`config.mk`:
```
export PLATFORM = sky130hd
export DESIGN_NAME = pnm_binary_header_parser_unit_flat
export DESIGN_NICKNAME = d
export VERILOG_FILES = /design/src/hdl/pbhp_pkg.sv /design/src/hdl/pbhp_in_if.sv /design/src/hdl/pbhp_out_if.sv /design/src/hdl/pbhp_apb_regs.sv /design/src/hdl/pbhp_input_stage.sv /design/src/hdl/pbhp_parser.sv /design/src/hdl/pnm_binary_header_parser_unit.sv /design/src/flat_wrapper.sv
export SDC_FILE = /design/constraint.sdc
export NUM_CORES = 1
export LEC_CHECK = 0
export BUFFER_PORTS_ARGS = -buffer_cell sky130_fd_sc_hd__buf_2
export CORE_AREA = 4 4 225 249
export DETAILED_ROUTE_END_ITERATION = 7
export DIE_AREA = 0 0 229 253
export SYNTH_ARGS = -nofsm -noshare
export SYNTH_HDL_FRONTEND = slang
export SYNTH_SLANG_ARGS = --single-unit
```
`constraint.sdc`:
```
create_clock -name clk -period 12 [get_ports clk]
set_input_delay 1.8 -clock clk [delete_from_list [all_inputs] [get_ports clk]]
set_output_delay 1.8 -clock clk [all_outputs]
set_load 0.02 [all_outputs]
```
`src/hdl/pbhp_pkg.sv`:
```
`timescale 1ns / 1ps
// ----------------------------------------------------------------------------
// pbhp_pkg
// Shared widths, result codes and item types of the binary PGM/PPM header
// parser.
// ----------------------------------------------------------------------------
package pbhp_pkg;

    localparam int BYTE_W  = 8;
    localparam int KIND_W  = 2;
    localparam int FIELD_W = 16;
    localparam int PADDR_W = 3;
    localparam int PDATA_W = 32;

    localparam logic [KIND_W-1:0] KIND_PIXEL  = 2'd0;
    localparam logic [KIND_W-1:0] KIND_HEADER = 2'd1;
    localparam logic [KIND_W-1:0] KIND_ERROR  = 2'd2;

    typedef struct packed {
        logic [BYTE_W-1:0] data_byte;
        logic              end_of_file;
    } in_item_t;

endpackage

```
`src/hdl/pbhp_in_if.sv`:
```
`timescale 1ns / 1ps
// ----------------------------------------------------------------------------
// pbhp_in_if
// Byte stream channel: one file byte and its end-of-file mark per request.
// ----------------------------------------------------------------------------
interface pbhp_in_if
    import pbhp_pkg::*;
();
    logic              valid;
    logic              ready;
    logic [BYTE_W-1:0] data_byte;
    logic              end_of_file;

    modport source (output valid, output data_byte, output end_of_file, input ready);
    modport sink   (input valid, input data_byte, input end_of_file, output ready);
endinterface

```
`src/hdl/pbhp_out_if.sv`:
```
`timescale 1ns / 1ps
// ----------------------------------------------------------------------------
// pbhp_out_if
// Result channel: pixel bytes, header reports and header errors.
// ----------------------------------------------------------------------------
interface pbhp_out_if
    import pbhp_pkg::*;
();
    logic               valid;
    logic               ready;
    logic [KIND_W-1:0]  kind;
    logic [BYTE_W-1:0]  pixel_value;
    logic [FIELD_W-1:0] image_width;
    logic [FIELD_W-1:0] image_height;
    logic [FIELD_W-1:0] max_level;
    logic               last_pixel;

    modport source (output valid, output kind, output pixel_value, output image_width,
                    output image_height, output max_level, output last_pixel,
                    input ready);
    modport sink   (input valid, input kind, input pixel_value, input image_width,
                    input image_height, input max_level, input last_pixel,
                    output ready);
endinterface

```
`src/hdl/pbhp_apb_regs.sv`:
```
`timescale 1ns / 1ps
// ----------------------------------------------------------------------------
// pbhp_apb_regs
// APB-style register file holding the colour mode register.
// ----------------------------------------------------------------------------
module pbhp_apb_regs
    import pbhp_pkg::*;
(
    input  logic               clk,
    input  logic               rst_n,
    input  logic               psel,
    input  logic               penable,
    input  logic               pwrite,
    input  logic [PADDR_W-1:0] paddr,
    input  logic [PDATA_W-1:0] pwdata,
    output logic [PDATA_W-1:0] prdata,
    output logic               pready,
    output logic               colour_mode
);

    localparam logic [PADDR_W-3:0] REG_COLOUR_MODE = '0;

    logic [PADDR_W-3:0] reg_index;
    logic               colour_mode_reg;

    assign reg_index = paddr[PADDR_W-1:2];
    assign pready    = 1'b1;

    always_ff @(posedge clk or negedge rst_n)
    begin
        if (!rst_n)
        begin
            colour_mode_reg <= 1'b0;
        end
        else if (psel && penable && pwrite && (reg_index == REG_COLOUR_MODE))
        begin
            colour_mode_reg <= pwdata[0];
        end
    end

    always_comb
    begin
        prdata = '0;
        if (reg_index == REG_COLOUR_MODE)
        begin
            prdata[0] = colour_mode_reg;
        end
    end

    assign colour_mode = colour_mode_reg;

endmodule

```
`src/hdl/pbhp_input_stage.sv`:
```
`timescale 1ns / 1ps
// ----------------------------------------------------------------------------
// pbhp_input_stage
// Input register: captures one byte request and holds it until the parser
// takes it.
// ----------------------------------------------------------------------------
module pbhp_input_stage
    import pbhp_pkg::*;
(
    input  logic     clk,
    input  logic     rst_n,
    pbhp_in_if.sink  stream,
    output in_item_t item,
    output logic     item_valid,
    input  logic     item_take
);

    logic     valid_reg;
    in_item_t item_reg;

    assign stream.ready = !valid_reg || item_take;

    always_ff @(posedge clk or negedge rst_n)
    begin
        if (!rst_n)
        begin
            valid_reg <= 1'b0;
        end
        else if (stream.ready)
        begin
            valid_reg <= stream.valid;
        end
    end

    always_ff @(posedge clk)
    begin
        if (stream.ready && stream.valid)
        begin
            item_reg.data_byte   <= stream.data_byte;
            item_reg.end_of_file <= stream.end_of_file;
        end
    end

    assign item       = item_reg;
    assign item_valid = valid_reg;

endmodule

```
`src/hdl/pbhp_parser.sv`:
```
`timescale 1ns / 1ps
// ----------------------------------------------------------------------------
// pbhp_parser
// Header parsing state, pixel counter and result register.
// ----------------------------------------------------------------------------
module pbhp_parser
    import pbhp_pkg::*;
#(
    parameter int DIM_BITS    = 16,
    parameter int LEVEL_LIMIT = 256
)
(
    input  logic       clk,
    input  logic       rst_n,
    input  logic       colour_mode,
    input  in_item_t   item,
    input  logic       item_valid,
    output logic       item_take,
    pbhp_out_if.source result
);

    localparam int ACC_W  = DIM_BITS + 4;
    localparam int AREA_W = 2 * DIM_BITS;
    localparam int LEFT_W = AREA_W + 2;

    localparam logic [2:0] PH_MAGIC  = 3'd0;
    localparam logic [2:0] PH_WIDTH  = 3'd1;
    localparam logic [2:0] PH_HEIGHT = 3'd2;
    localparam logic [2:0] PH_LEVEL  = 3'd3;
    localparam logic [2:0] PH_PIXELS = 3'd4;
    localparam logic [2:0] PH_DONE   = 3'd5;

    localparam logic [BYTE_W-1:0] CHAR_TAB   = 8'h09;
    localparam logic [BYTE_W-1:0] CHAR_NL    = 8'h0a;
    localparam logic [BYTE_W-1:0] CHAR_CR    = 8'h0d;
    localparam logic [BYTE_W-1:0] CHAR_SPACE = 8'h20;
    localparam logic [BYTE_W-1:0] CHAR_HASH  = 8'h23;
    localparam logic [BYTE_W-1:0] CHAR_ZERO  = 8'h30;
    localparam logic [BYTE_W-1:0] CHAR_NINE  = 8'h39;

    logic [2:0]          phase_reg, phase_next;
    logic                magic_seen_reg, magic_seen_next;
    logic                in_comment_reg, in_comment_next;
    logic                in_token_reg, in_token_next;
    logic                digits_done_reg, digits_done_next;
    logic [DIM_BITS-1:0] value_acc_reg, value_acc_next;
    logic [DIM_BITS-1:0] width_reg, width_next;
    logic [DIM_BITS-1:0] height_reg, height_next;
    logic [DIM_BITS-1:0] level_reg, level_next;
    logic [LEFT_W-1:0]   bytes_left_reg, bytes_left_next;
    logic [AREA_W-1:0]   area_reg;

    logic                out_valid_reg;
    logic [KIND_W-1:0]   kind_reg, kind_next;
    logic [BYTE_W-1:0]   pixel_reg, pixel_next;
    logic [FIELD_W-1:0]  out_width_reg, out_height_reg, out_level_reg;
    logic                last_reg, last_next;
    logic                emit;

    logic                is_digit;
    logic                is_blank;
    logic [ACC_W-1:0]    acc_prod;
    logic [DIM_BITS-1:0] acc_sat;
    logic [DIM_BITS-1:0] digit_value;
    logic [LEFT_W-1:0]   image_bytes;
    logic                header_done;
    logic                level_bad;

    assign item_take = item_valid && (!out_valid_reg || result.ready);

    // Width times height is registered in the cycle after the height is stored;
    // at least one further byte arrives before the level token can end.
    always_ff @(posedge clk)
    begin
        area_reg <= AREA_W'(width_reg) * AREA_W'(height_reg);
    end

    always_comb
    begin
        is_digit    = item.data_byte inside {[CHAR_ZERO:CHAR_NINE]};
        is_blank    = item.data_byte inside {[CHAR_TAB:CHAR_CR], CHAR_SPACE};
        digit_value = DIM_BITS'(item.data_byte - CHAR_ZERO);
        acc_prod    = ACC_W'(value_acc_reg) * ACC_W'(10) + ACC_W'(digit_value);
        if (acc_prod[ACC_W-1:DIM_BITS] != '0)
        begin
            acc_sat = '1;
        end
        else
        begin
            acc_sat = acc_prod[DIM_BITS-1:0];
        end
        if (colour_mode)
        begin
            image_bytes = LEFT_W'(area_reg) + LEFT_W'({area_reg, 1'b0});
        end
        else
        begin
            image_bytes = LEFT_W'(area_reg);
        end
        level_bad = 32'(value_acc_reg) > 32'(LEVEL_LIMIT);
    end

    always_comb
    begin
        phase_next       = phase_reg;
        magic_seen_next  = magic_seen_reg;
        in_comment_next  = in_comment_reg;
        in_token_next    = in_token_reg;
        digits_done_next = digits_done_reg;
        value_acc_next   = value_acc_reg;
        width_next       = width_reg;
        height_next      = height_reg;
        level_next       = level_reg;
        bytes_left_next  = bytes_left_reg;
        emit             = 1'b0;
        header_done      = 1'b0;
        kind_next        = KIND_PIXEL;
        pixel_next       = '0;
        last_next        = 1'b0;

        case (phase_reg)
            PH_MAGIC:
            begin
                if (magic_seen_reg)
                begin
                    phase_next = PH_WIDTH;
                end
                magic_seen_next = 1'b1;
            end
            PH_WIDTH, PH_HEIGHT, PH_LEVEL:
            begin
                if (in_comment_reg)
                begin
                    if (item.data_byte == CHAR_NL)
                    begin
                        in_comment_next = 1'b0;
                    end
                end
                else if (in_token_reg)
                begin
                    if (is_blank)
                    begin
                        in_token_next = 1'b0;
                        if (phase_reg == PH_WIDTH)
                        begin
                            width_next = value_acc_reg;
                            phase_next = PH_HEIGHT;
                        end
                        else if (phase_reg == PH_HEIGHT)
                        begin
                            height_next = value_acc_reg;
                            phase_next  = PH_LEVEL;
                        end
                        else
                        begin
                            level_next  = value_acc_reg;
                            header_done = 1'b1;
                            emit        = 1'b1;
                            if (level_bad)
                            begin
                                kind_next  = KIND_ERROR;
                                phase_next = PH_DONE;
                            end
                            else
                            begin
                                kind_next       = KIND_HEADER;
                                bytes_left_next = image_bytes;
                                phase_next      = (area_reg != '0) ? PH_PIXELS : PH_DONE;
                            end
                        end
                    end
                    else if (!digits_done_reg && is_digit)
                    begin
                        value_acc_next = acc_sat;
                    end
                    else
                    begin
                        digits_done_next = 1'b1;
                    end
                end
                else if (is_blank)
                begin
                    in_token_next = 1'b0;
                end
                else if (item.data_byte == CHAR_HASH)
                begin
                    in_comment_next = 1'b1;
                end
                else
                begin
                    in_token_next    = 1'b1;
                    digits_done_next = !is_digit;
                    value_acc_next   = is_digit ? digit_value : '0;
                end
            end
            PH_PIXELS:
            begin
                bytes_left_next = bytes_left_reg - LEFT_W'(1);
                emit            = 1'b1;
                kind_next       = KIND_PIXEL;
                pixel_next      = item.data_byte;
                last_next       = (bytes_left_reg == LEFT_W'(1)) || item.end_of_file;
                if (last_next)
                begin
                    phase_next = PH_DONE;
                end
            end
            default:
            begin
                phase_next = phase_reg;
            end
        endcase

        // A file that ends before the header separator is a header error.
        if (item.end_of_file && !header_done && (phase_next <= PH_LEVEL))
        begin
            emit       = 1'b1;
            kind_next  = KIND_ERROR;
            pixel_next = '0;
            last_next  = 1'b0;
        end
    end

    always_ff @(posedge clk)
    begin
        if (item_take && emit)
        begin
            kind_reg       <= kind_next;
            pixel_reg      <= pixel_next;
            last_reg       <= last_next;
            out_width_reg  <= FIELD_W'(width_next);
            out_height_reg <= FIELD_W'(height_next);
            out_level_reg  <= FIELD_W'(level_next);
        end
    end

    always_ff @(posedge clk or negedge rst_n)
    begin
        if (!rst_n)
        begin
            out_valid_reg   <= 1'b0;
            phase_reg       <= PH_MAGIC;
            magic_seen_reg  <= 1'b0;
            in_comment_reg  <= 1'b0;
            in_token_reg    <= 1'b0;
            digits_done_reg <= 1'b0;
            value_acc_reg   <= '0;
            width_reg       <= '0;
            height_reg      <= '0;
            level_reg       <= '0;
            bytes_left_reg  <= '0;
        end
        else
        begin
            if (item_take && emit)
            begin
                out_valid_reg <= 1'b1;
            end
            else if (result.ready)
            begin
                out_valid_reg <= 1'b0;
            end
            if (item_take)
            begin
                if (item.end_of_file)
                begin
                    phase_reg       <= PH_MAGIC;
                    magic_seen_reg  <= 1'b0;
                    in_comment_reg  <= 1'b0;
                    in_token_reg    <= 1'b0;
                    digits_done_reg <= 1'b0;
                    value_acc_reg   <= '0;
                    width_reg       <= '0;
                    height_reg      <= '0;
                    level_reg       <= '0;
                    bytes_left_reg  <= '0;
                end
                else
                begin
                    phase_reg       <= phase_next;
                    magic_seen_reg  <= magic_seen_next;
                    in_comment_reg  <= in_comment_next;
                    in_token_reg    <= in_token_next;
                    digits_done_reg <= digits_done_next;
                    value_acc_reg   <= value_acc_next;
                    width_reg       <= width_next;
                    height_reg      <= height_next;
                    level_reg       <= level_next;
                    bytes_left_reg  <= bytes_left_next;
                end
            end
        end
    end

    assign result.valid        = out_valid_reg;
    assign result.kind         = kind_reg;
    assign result.pixel_value  = pixel_reg;
    assign result.image_width  = out_width_reg;
    assign result.image_height = out_height_reg;
    assign result.max_level    = out_level_reg;
    assign result.last_pixel   = last_reg;

`ifndef SYNTHESIS
    a_pixels_have_count: assert property (@(posedge clk) disable iff (!rst_n)
        (phase_reg == PH_PIXELS) |-> (bytes_left_reg != '0))
        else $error("pixel phase entered with no bytes left");
    a_comment_token_exclusive: assert property (@(posedge clk) disable iff (!rst_n)
        !(in_comment_reg && in_token_reg))
        else $error("comment and token active together");
    a_last_only_on_pixel: assert property (@(posedge clk) disable iff (!rst_n)
        (out_valid_reg && (kind_reg != KIND_PIXEL)) |-> !last_reg)
        else $error("last pixel mark on a header result");
    a_eof_restarts: assert property (@(posedge clk) disable iff (!rst_n)
        (item_take && item.end_of_file) |=> (phase_reg == PH_MAGIC) && !magic_seen_reg)
        else $error("parser did not restart after end of file");
`endif

endmodule

```
`src/hdl/pnm_binary_header_parser_unit.sv`:
```
`timescale 1ns / 1ps
// ----------------------------------------------------------------------------
// pnm_binary_header_parser_unit
// Streaming parser for binary PGM (P5) and PPM (P6) files: header fields
// are decoded and the pixel bytes that follow are passed on.
// ----------------------------------------------------------------------------
// The block accepts one file byte per clock cycle and keeps that rate for as
// long as the result side takes its requests; each byte is held in the input
// register and any result it yields in the result register, and the whole
// parse step for a byte (token digit accumulation, whitespace and comment
// skipping, header checks and the pixel countdown) is combinational between
// them. The two magic bytes are skipped unchecked, then
// width, height and maximum level are read as decimal values saturated at
// 2^DIM_BITS-1 and reported as 16-bit fields. The whitespace byte after the
// level produces one header-complete request, or a header-error request when
// the level exceeds LEVEL_LIMIT; after a header error the rest of the file is
// dropped. The colour_mode register (address 0, bit 0) chooses one or three
// bytes per pixel and is read as the header completes, so it should be
// written between files. The product of width and height is registered in
// the cycle after the height is stored, ready before the level token can end.
// A byte marked end_of_file always returns the parser to its start state;
// if it arrives during the header, a header error is reported, and during
// the pixels it carries the last-pixel mark. No clearing pass follows reset.
// ----------------------------------------------------------------------------
module pnm_binary_header_parser_unit
    import pbhp_pkg::*;
#(
    parameter int DIM_BITS    = 16,
    parameter int LEVEL_LIMIT = 256
)
(
    input  logic               clk,
    input  logic               rst_n,
    input  logic               psel,
    input  logic               penable,
    input  logic               pwrite,
    input  logic [PADDR_W-1:0] paddr,
    input  logic [PDATA_W-1:0] pwdata,
    output logic [PDATA_W-1:0] prdata,
    output logic               pready,
    pbhp_in_if.sink            stream,
    pbhp_out_if.source         result
);

    logic     colour_mode;
    in_item_t item;
    logic     item_valid;
    logic     item_take;

    // Configuration registers.
    pbhp_apb_regs u_regs (
        .clk         (clk),
        .rst_n       (rst_n),
        .psel        (psel),
        .penable     (penable),
        .pwrite      (pwrite),
        .paddr       (paddr),
        .pwdata      (pwdata),
        .prdata      (prdata),
        .pready      (pready),
        .colour_mode (colour_mode)
    );

    // The input register lets a new byte in whenever the parser takes the
    // one it holds, so a stalled result side stalls the stream by one stage.
    pbhp_input_stage u_input (
        .clk        (clk),
        .rst_n      (rst_n),
        .stream     (stream),
        .item       (item),
        .item_valid (item_valid),
        .item_take  (item_take)
    );

    // The parser advances its state and, for a byte that yields a result, loads
    // the result register in the same cycle as it takes that byte.
    pbhp_parser #(
        .DIM_BITS    (DIM_BITS),
        .LEVEL_LIMIT (LEVEL_LIMIT)
    ) u_parser (
        .clk         (clk),
        .rst_n       (rst_n),
        .colour_mode (colour_mode),
        .item        (item),
        .item_valid  (item_valid),
        .item_take   (item_take),
        .result      (result)
    );

endmodule
```
`src/flat_wrapper.sv`:
```
// flat-port wrapper written by rule: the top's interface ports become plain ports
module pnm_binary_header_parser_unit_flat import pbhp_pkg::*;
#(
    parameter int DIM_BITS    = 16,
    parameter int LEVEL_LIMIT = 256
)
  (clk, rst_n, psel, penable, pwrite, paddr, pwdata, prdata, pready, stream_valid, stream_data_byte, stream_end_of_file, stream_ready, result_valid, result_kind, result_pixel_value, result_image_width, result_image_height, result_max_level, result_last_pixel, result_ready);
  pbhp_in_if stream_i ();
  pbhp_out_if result_i ();
  input  logic clk;
  input  logic rst_n;
  input  logic psel;
  input  logic penable;
  input  logic pwrite;
  input  logic [PADDR_W-1:0] paddr;
  input  logic [PDATA_W-1:0] pwdata;
  output logic [PDATA_W-1:0] prdata;
  output logic pready;
  input wire logic [$bits(stream_i.valid)-1:0] stream_valid;
  input wire logic [$bits(stream_i.data_byte)-1:0] stream_data_byte;
  input wire logic [$bits(stream_i.end_of_file)-1:0] stream_end_of_file;
  output wire logic [$bits(stream_i.ready)-1:0] stream_ready;
  output wire logic [$bits(result_i.valid)-1:0] result_valid;
  output wire logic [$bits(result_i.kind)-1:0] result_kind;
  output wire logic [$bits(result_i.pixel_value)-1:0] result_pixel_value;
  output wire logic [$bits(result_i.image_width)-1:0] result_image_width;
  output wire logic [$bits(result_i.image_height)-1:0] result_image_height;
  output wire logic [$bits(result_i.max_level)-1:0] result_max_level;
  output wire logic [$bits(result_i.last_pixel)-1:0] result_last_pixel;
  input wire logic [$bits(result_i.ready)-1:0] result_ready;
  assign stream_i.valid = stream_valid;
  assign stream_i.data_byte = stream_data_byte;
  assign stream_i.end_of_file = stream_end_of_file;
  assign stream_ready = stream_i.ready;
  assign result_valid = result_i.valid;
  assign result_kind = result_i.kind;
  assign result_pixel_value = result_i.pixel_value;
  assign result_image_width = result_i.image_width;
  assign result_image_height = result_i.image_height;
  assign result_max_level = result_i.max_level;
  assign result_last_pixel = result_i.last_pixel;
  assign result_i.ready = result_ready;
  pnm_binary_header_parser_unit #(.DIM_BITS(DIM_BITS), .LEVEL_LIMIT(LEVEL_LIMIT)) u_core (.clk(clk), .rst_n(rst_n), .psel(psel), .penable(penable), .pwrite(pwrite), .paddr(paddr), .pwdata(pwdata), .prdata(prdata), .pready(pready), .stream(stream_i), .result(result_i));
endmodule
```
Word level (Yosys, flattened, before mapping)
Cells that the tools add are included.

cells by class
  add/subtract/negate cells = 4
  $mul = 2
  order comparisons = 6
  eq/ne operators = 19
  muxes and demuxes = 92
  bitwise operators = 5
  reductions and logical operators = 36

operators with widths
  kind                   number
  $mux 16                30
  $mux 34                8
  $pmux 34 s2            1
  $mux 1                 36
  $add 32x33->34         1
  $eq 34x1->1 const B    1
  $sub 34x1->34 const B  1
  $mul 16x16->32         1
  $reduce_bool 32->1     1
  $mux 3                 8
  $ne 3x2->1 const B     8
  $add 20x16->20         1
  $mul 16x3->19 const B  1
  $eq 8x6->1 const B     2
  $gt 16x9->1 const B    1
  $mux 2                 7
  $reduce_and 6->1       2
  $logic_and 1x1->1      11
  $pmux 3 s3             1
  $sub 8x6->9 const B    1
  $eq 8x4->1 const B     1
  $ge 8x4->1 const B     1
  $ge 8x6->1 const B     1
  $le 8x4->1 const B     1
  other kinds (21)       37

word-level totals
  register bits after elaboration = 208
  input port bits = 51
  output and inout bits = 94
  logic and storage cells = 187

Logic depth before layout (Yosys ltp)
  depth in word-level cells = 14
  mapped depth = 25
  depth with buffers taken out = 24

Modules after synthesis
A second synthesis with hierarchy kept.

unflattened totals
  cell total of the unflattened synthesis = 2231
  area, all modules = 20931.3 um^2

by module, submodules not included
  module            times used  cells an instance  area an instance (um^2)  seq. area each (um^2)
  pbhp_parser       1           2180               20305.7                  5064.9
  pbhp_input_stage  1           13                 324.1                    295.3
  pbhp_apb_regs     1           38                 301.5                    25.0

Least setup slack after synthesis
Ideal clock, no wire load.

  path type = reg2reg
  from = register u_core.u_parser.height_reg[1]
  to = register u_core.u_parser.area_reg[31]
  library setup time = 0.072 ns
  data arrival time = 6.055 ns
  required time = 11.928 ns
  path slack = 5.873 ns
  cell stages (with the launch flop) = 24
  buffers on the path = 2
  clock period less this slack = 6.127 ns
  path through = dfrtp_1 -> clkbuf_1 -> clkbuf_1 -> nand2_1 -> fa_1 -> fa_1 -> fa_1 -> inv_1 -> fa_1 -> fa_1 -> inv_1 -> fa_1 -> inv_1 -> ha_1 -> and3_1 -> a221oi_1 -> o22ai_1 -> o22a_1 -> a41o_1 -> o41ai_4 -> o21ai_1 -> o21a_1 -> nor2_1 -> xnor2_1

between the ends
  cells in the longest elaborated chain, start to end = 1

RTL lines
  element                 line                RTL
  from (decl)             pbhp_parser.sv:48   logic [DIM_BITS-1:0] height_reg, height_next;
  from (signal assigned)  pbhp_parser.sv:287  height_reg <= height_next;
  $mul 16x16->32          pbhp_parser.sv:75   area_reg <= AREA_W'(width_reg) * AREA_W'(height_reg);
  to (signal assigned)    pbhp_parser.sv:75
  to (decl)               pbhp_parser.sv:51   logic [AREA_W-1:0] area_reg;

Every way passes these cells.
A chain may end at the register's enable or synchronous reset.

Final worst setup path
  from = register u_core.u_parser.width_reg[7]
  to = register u_core.u_parser.area_reg[31]

between the ends
  cells in the longest elaborated chain, start to end = 1

RTL lines
  element                 line                RTL
  from (decl)             pbhp_parser.sv:47   logic [DIM_BITS-1:0] width_reg, width_next;
  from (signal assigned)  pbhp_parser.sv:286  width_reg <= width_next;
  $mul 16x16->32          pbhp_parser.sv:75

Every way passes these cells.

==> summary.md <==
| Metric | Value |
|---|---|
| Outcome | `finished clean` |
| EDFF count, synth | `68` |
| Fin crit share | `0.556` |
| Vias/cell | `between 5 and 6` |
| Clk_lat worst skew | `around 0.55 ns` |
| CP arrival | `7.14 ns` |
| Placer Congestion | `roughly 0.9` |
| Synth Flop Type | `dfrtp_1` |
| Yosys reg bits | `208` |
| HP Start | `u_core.u_parser.level_reg[4]` |
| Antenna violations before repair | `1` |
| Clk buf depth | `3` |
| Avg Inst Size Synth | `between 9 and 10 um^2` |
| Die Y | `between 200 and 300 um` |
| Worst VDD drop | `between 0.1 and 0.15 mV` |
| CTS tree | `yes` |
| RSZ-0062 raised after global routing | `no` |
| Worst-margin pin slew | `between 1 and 1.5 ns` |
| CTS Buf Count | `25` |
| WP data required | `between 10 and 15 ns` |
| Total wire length | `52.9 mm` |
| Post-DR wirelength/cell | `17.9 um` |
| Layout cells sized above 1 | `0.0947` |
| P per Cell Area | `around 100 nW/um^2` |
| Die span in x | `229 um` |
| Final setup TNS | `0 ns` |
| Worst Setup End Kind | `flop` |
| Worst path max stage delay | `approximately 0.87 ns` |
| Htree depth | `1` |
| Vias in the first global route | `~16000` |
| Clk_skew | `slightly below 0.02 ns` |
| Post-cts resize count | `0` |
| Largest register FFs | `34` |
| Max Cap Viol | `0` |
| Setup slack, reg-to-reg | `between 5 and 6 ns` |
| Final hold vios | `0` |
| Reg2reg path depth | `21` |
| Gr usage total | `0.179` |
| Post-CTS Hold Buffers | `0` |
| Via count | `15928` |
| Hold crit path type | `flop to flop` |
| Filler Cell Count | `between 5000 and 6000` |
| Rel. slew slack | `0.183` |
| Crit-path cells | `nand2_1 > fa_1 > inv_1 > fa_1 > fa_1 > fa_1 > fa_1 > inv_1 > fa_1 > inv_1 > ha_1 > nand4_1 > a21o_1 > a21boi_0 > o22a_1 > a41o_1 > o41ai_4 > o21ai_1 > o21a_1 > nor2_1 > xnor2_1` |
| Crit-path most repeated cell | `fa_1` |
| Critical path origin | `u_core.u_parser.width_reg[7]` |
| LEAKAGE | `0.0110 uW` |
| Fin crit period | `6.67 ns` |
| Synth-to-layout area growth | `7.74%` |
| Clk sinks | `between 200 and 250` |
| Fmax | `between 0.1 and 0.15 GHz` |
| DR pass1 iterations | `7` |
| Min Hold Slack | `approximately 0.50 ns` |
| Total gr overflow | `0` |
| Hold EP | `u_core.u_parser.level_reg[4]` |
| Antenna-violating nets left | `0` |
| Worst hold stages | `1` |
| Ys async rst share | `0.519` |
| Post-layout nets | `~2700` |
| HPWL reported at the end of detailed placement | `approximately 40 mm` |
| CP max stage cell | `dfrtp_1` |
| Setup crit start kind | `flop` |
| Starting Density | `0.396` |
| Post-synthesis cell count | `around 2200` |
| Yosys warning count | `0` |
| Core Region | `53500 um^2` |
| Reg-to-Reg End | `u_core.u_parser.area_reg[31]` |
| Final setup fails | `0` |
| Critical path class | `flop to flop` |
| Row count | `89` |
| CP Max Fanout | `18` |
| Die ar. | `57900 um^2` |
| DRC Markers | `0` |
| Largest net degree at the start of global routing | `67` |
| Diodes inserted | `0` |
| Clk slew on worst S/H paths | `~0.070 ns` |
| Synthesized cell area | `roughly 21000 um^2` |
| RR Startpoint | `u_core.u_parser.width_reg[7]` |
| CTS root buf | `clkbuf_16` |
| Port-buffer cells | `79` |
| Distinct cells, synth | `94` |
| Max-slew violation count | `0` |
| DR iter-0 viols | `between 1000 and 1500` |
| First-pass GRT wire length | `roughly 86 mm` |
| Setup Buffers After CTS | `0` |
| Post-synthesis sequential area ratio | `0.255` |
| Io pins | `approximately 150` |
[power by group]
part / total, uW / switching (uW) / internal, uW
sequential: 869 / 96.4 / 773
clock: 772 / 329 / 444
combinational: 659 / 393 / 266
[critical path: cells and delay by family, from the launching register on]
family / cells / cell delay [ns]
buf+inv: 3 / 0.16
fa+ha+maj: 7 / 3.55
flops: 1 / 0.87
compound gates: 7 / 1.39
simple gates: 3 / 0.50
xor+xnor: 1 / 0.13
[kinds of logic (layout without fill, tap and decap cells)]
kind of cell	Yosys count	in the layout	synth area share
AO/OA/AOI/OAI	451	451	0.146
AND/OR/NAND/NOR	636	636	0.152
adder cells (fa/ha/maj)	398	398	0.305
flip-flops	208	208	0.255
other	2	32	0.000355
multiplexers	54	54	0.0283
buffers and inverters	422	430	0.0832
XOR/XNOR	71	71	0.0294
[stage by stage]
| stage | setup slack (ns) | util | area [um^2] | instances | total power [uW] |
|---|---|---|---|---|---|
| finish | 5.33 | 0.426 | 22800 | 2962 | 2300 |
| global route | 4.98 | 0.426 | 22800 | 2962 | 2420 |
| CTS | 5.32 | 0.426 | 22800 | 2962 | 2320 |
| detailed placement | 5.35 | 0.411 | 21900 | 2916 | 1540 |
| global placement | 5.37 | 0.411 | 21900 | 2916 | 1530 |
| floorplan | 5.87 | - | 21300 | 2272 | 1360 |
[layout by cell type, fill, tap and decap left out, types with 49 or more instances in the layout]
cell	instances
a21oi_1	104
a22o_1	49
and2_1	129
buf_2	78
dfrtp_1	108
edfxtp_1	68
fa_1	197
ha_1	201
inv_1	292
nand2_1	231
nor2_1	92
o21ai_0	104
xnor2_1	52
[area by class of cell]
cell class	instances	area, um^2	area share
Clock inverter	19	178	0.00780
Clock buffer	27	654	0.0287
Timing Repair Buffer	91	488	0.0214
Multi-Input combinational cell	1642	14100	0.620
Sequential cell	208	5390	0.236
Inverter	293	1100	0.0483
Tap cell	682	853	0.0375
[worst max-delay path by stage]
| stage | end | depth (start not counted) |
|---|---|---|
| final | u_core.u_parser.area_reg[31] | 21 |
| after global routing | u_core.u_parser.area_reg[31] | 21 |
| after floorplan | u_core.u_parser.area_reg[31] | 23 |
| after CTS | u_core.u_parser.area_reg[31] | 21 |
| after global placement | u_core.u_parser.area_reg[31] | 21 |
| after detailed placement | u_core.u_parser.area_reg[31] | 21 |
[synthesized netlist by cell type, types with 6 or more instances]
cell / number / area share
inv_1: 293 / 0.052
nand2_1: 232 / 0.041
ha_1: 201 / 0.12
fa_1: 197 / 0.19
and2_1: 129 / 0.038
dfrtp_1: 108 / 0.13
a21oi_1: 104 / 0.025
o21ai_0: 104 / 0.025
nor2_1: 93 / 0.017
clkbuf_1: 78 / 0.014
edfxtp_1: 68 / 0.097
xnor2_1: 52 / 0.022
a22o_1: 49 / 0.020
mux2_2: 47 / 0.025
nor3_1: 38 / 0.0090
buf_4: 35 / 0.012
dfxtp_1: 32 / 0.030
a21o_1: 28 / 0.0099
nand3_1: 26 / 0.0062
nand2b_1: 21 / 0.0062
xor2_1: 19 / 0.0079
a211oi_1: 17 / 0.0060
and3_1: 16 / 0.0047
nand4_1: 16 / 0.0047
o21bai_1: 16 / 0.0057
a31oi_1: 14 / 0.0041
nor2b_1: 12 / 0.0036
o211ai_1: 12 / 0.0043
o21ai_1: 12 / 0.0028
a221o_1: 11 / 0.0052
nor4_1: 11 / 0.0033
o21a_1: 9 / 0.0032
mux2i_1: 7 / 0.0033
buf_1: 6 / 0.0011
nand3b_1: 6 / 0.0021
o31ai_1: 6 / 0.0021
or3_1: 6 / 0.0018
[metal layers]
metal,vias to the layer above,routed length [um],global-route usage
li1,7554,-,-
met1,7859,22500,0.222
met2,422,25900,0.321
met3,91,2910,0.0314
met4,2,1570,0.0548
met5,-,13,0
No activity file was read; power rests on OpenSTA's default activity.
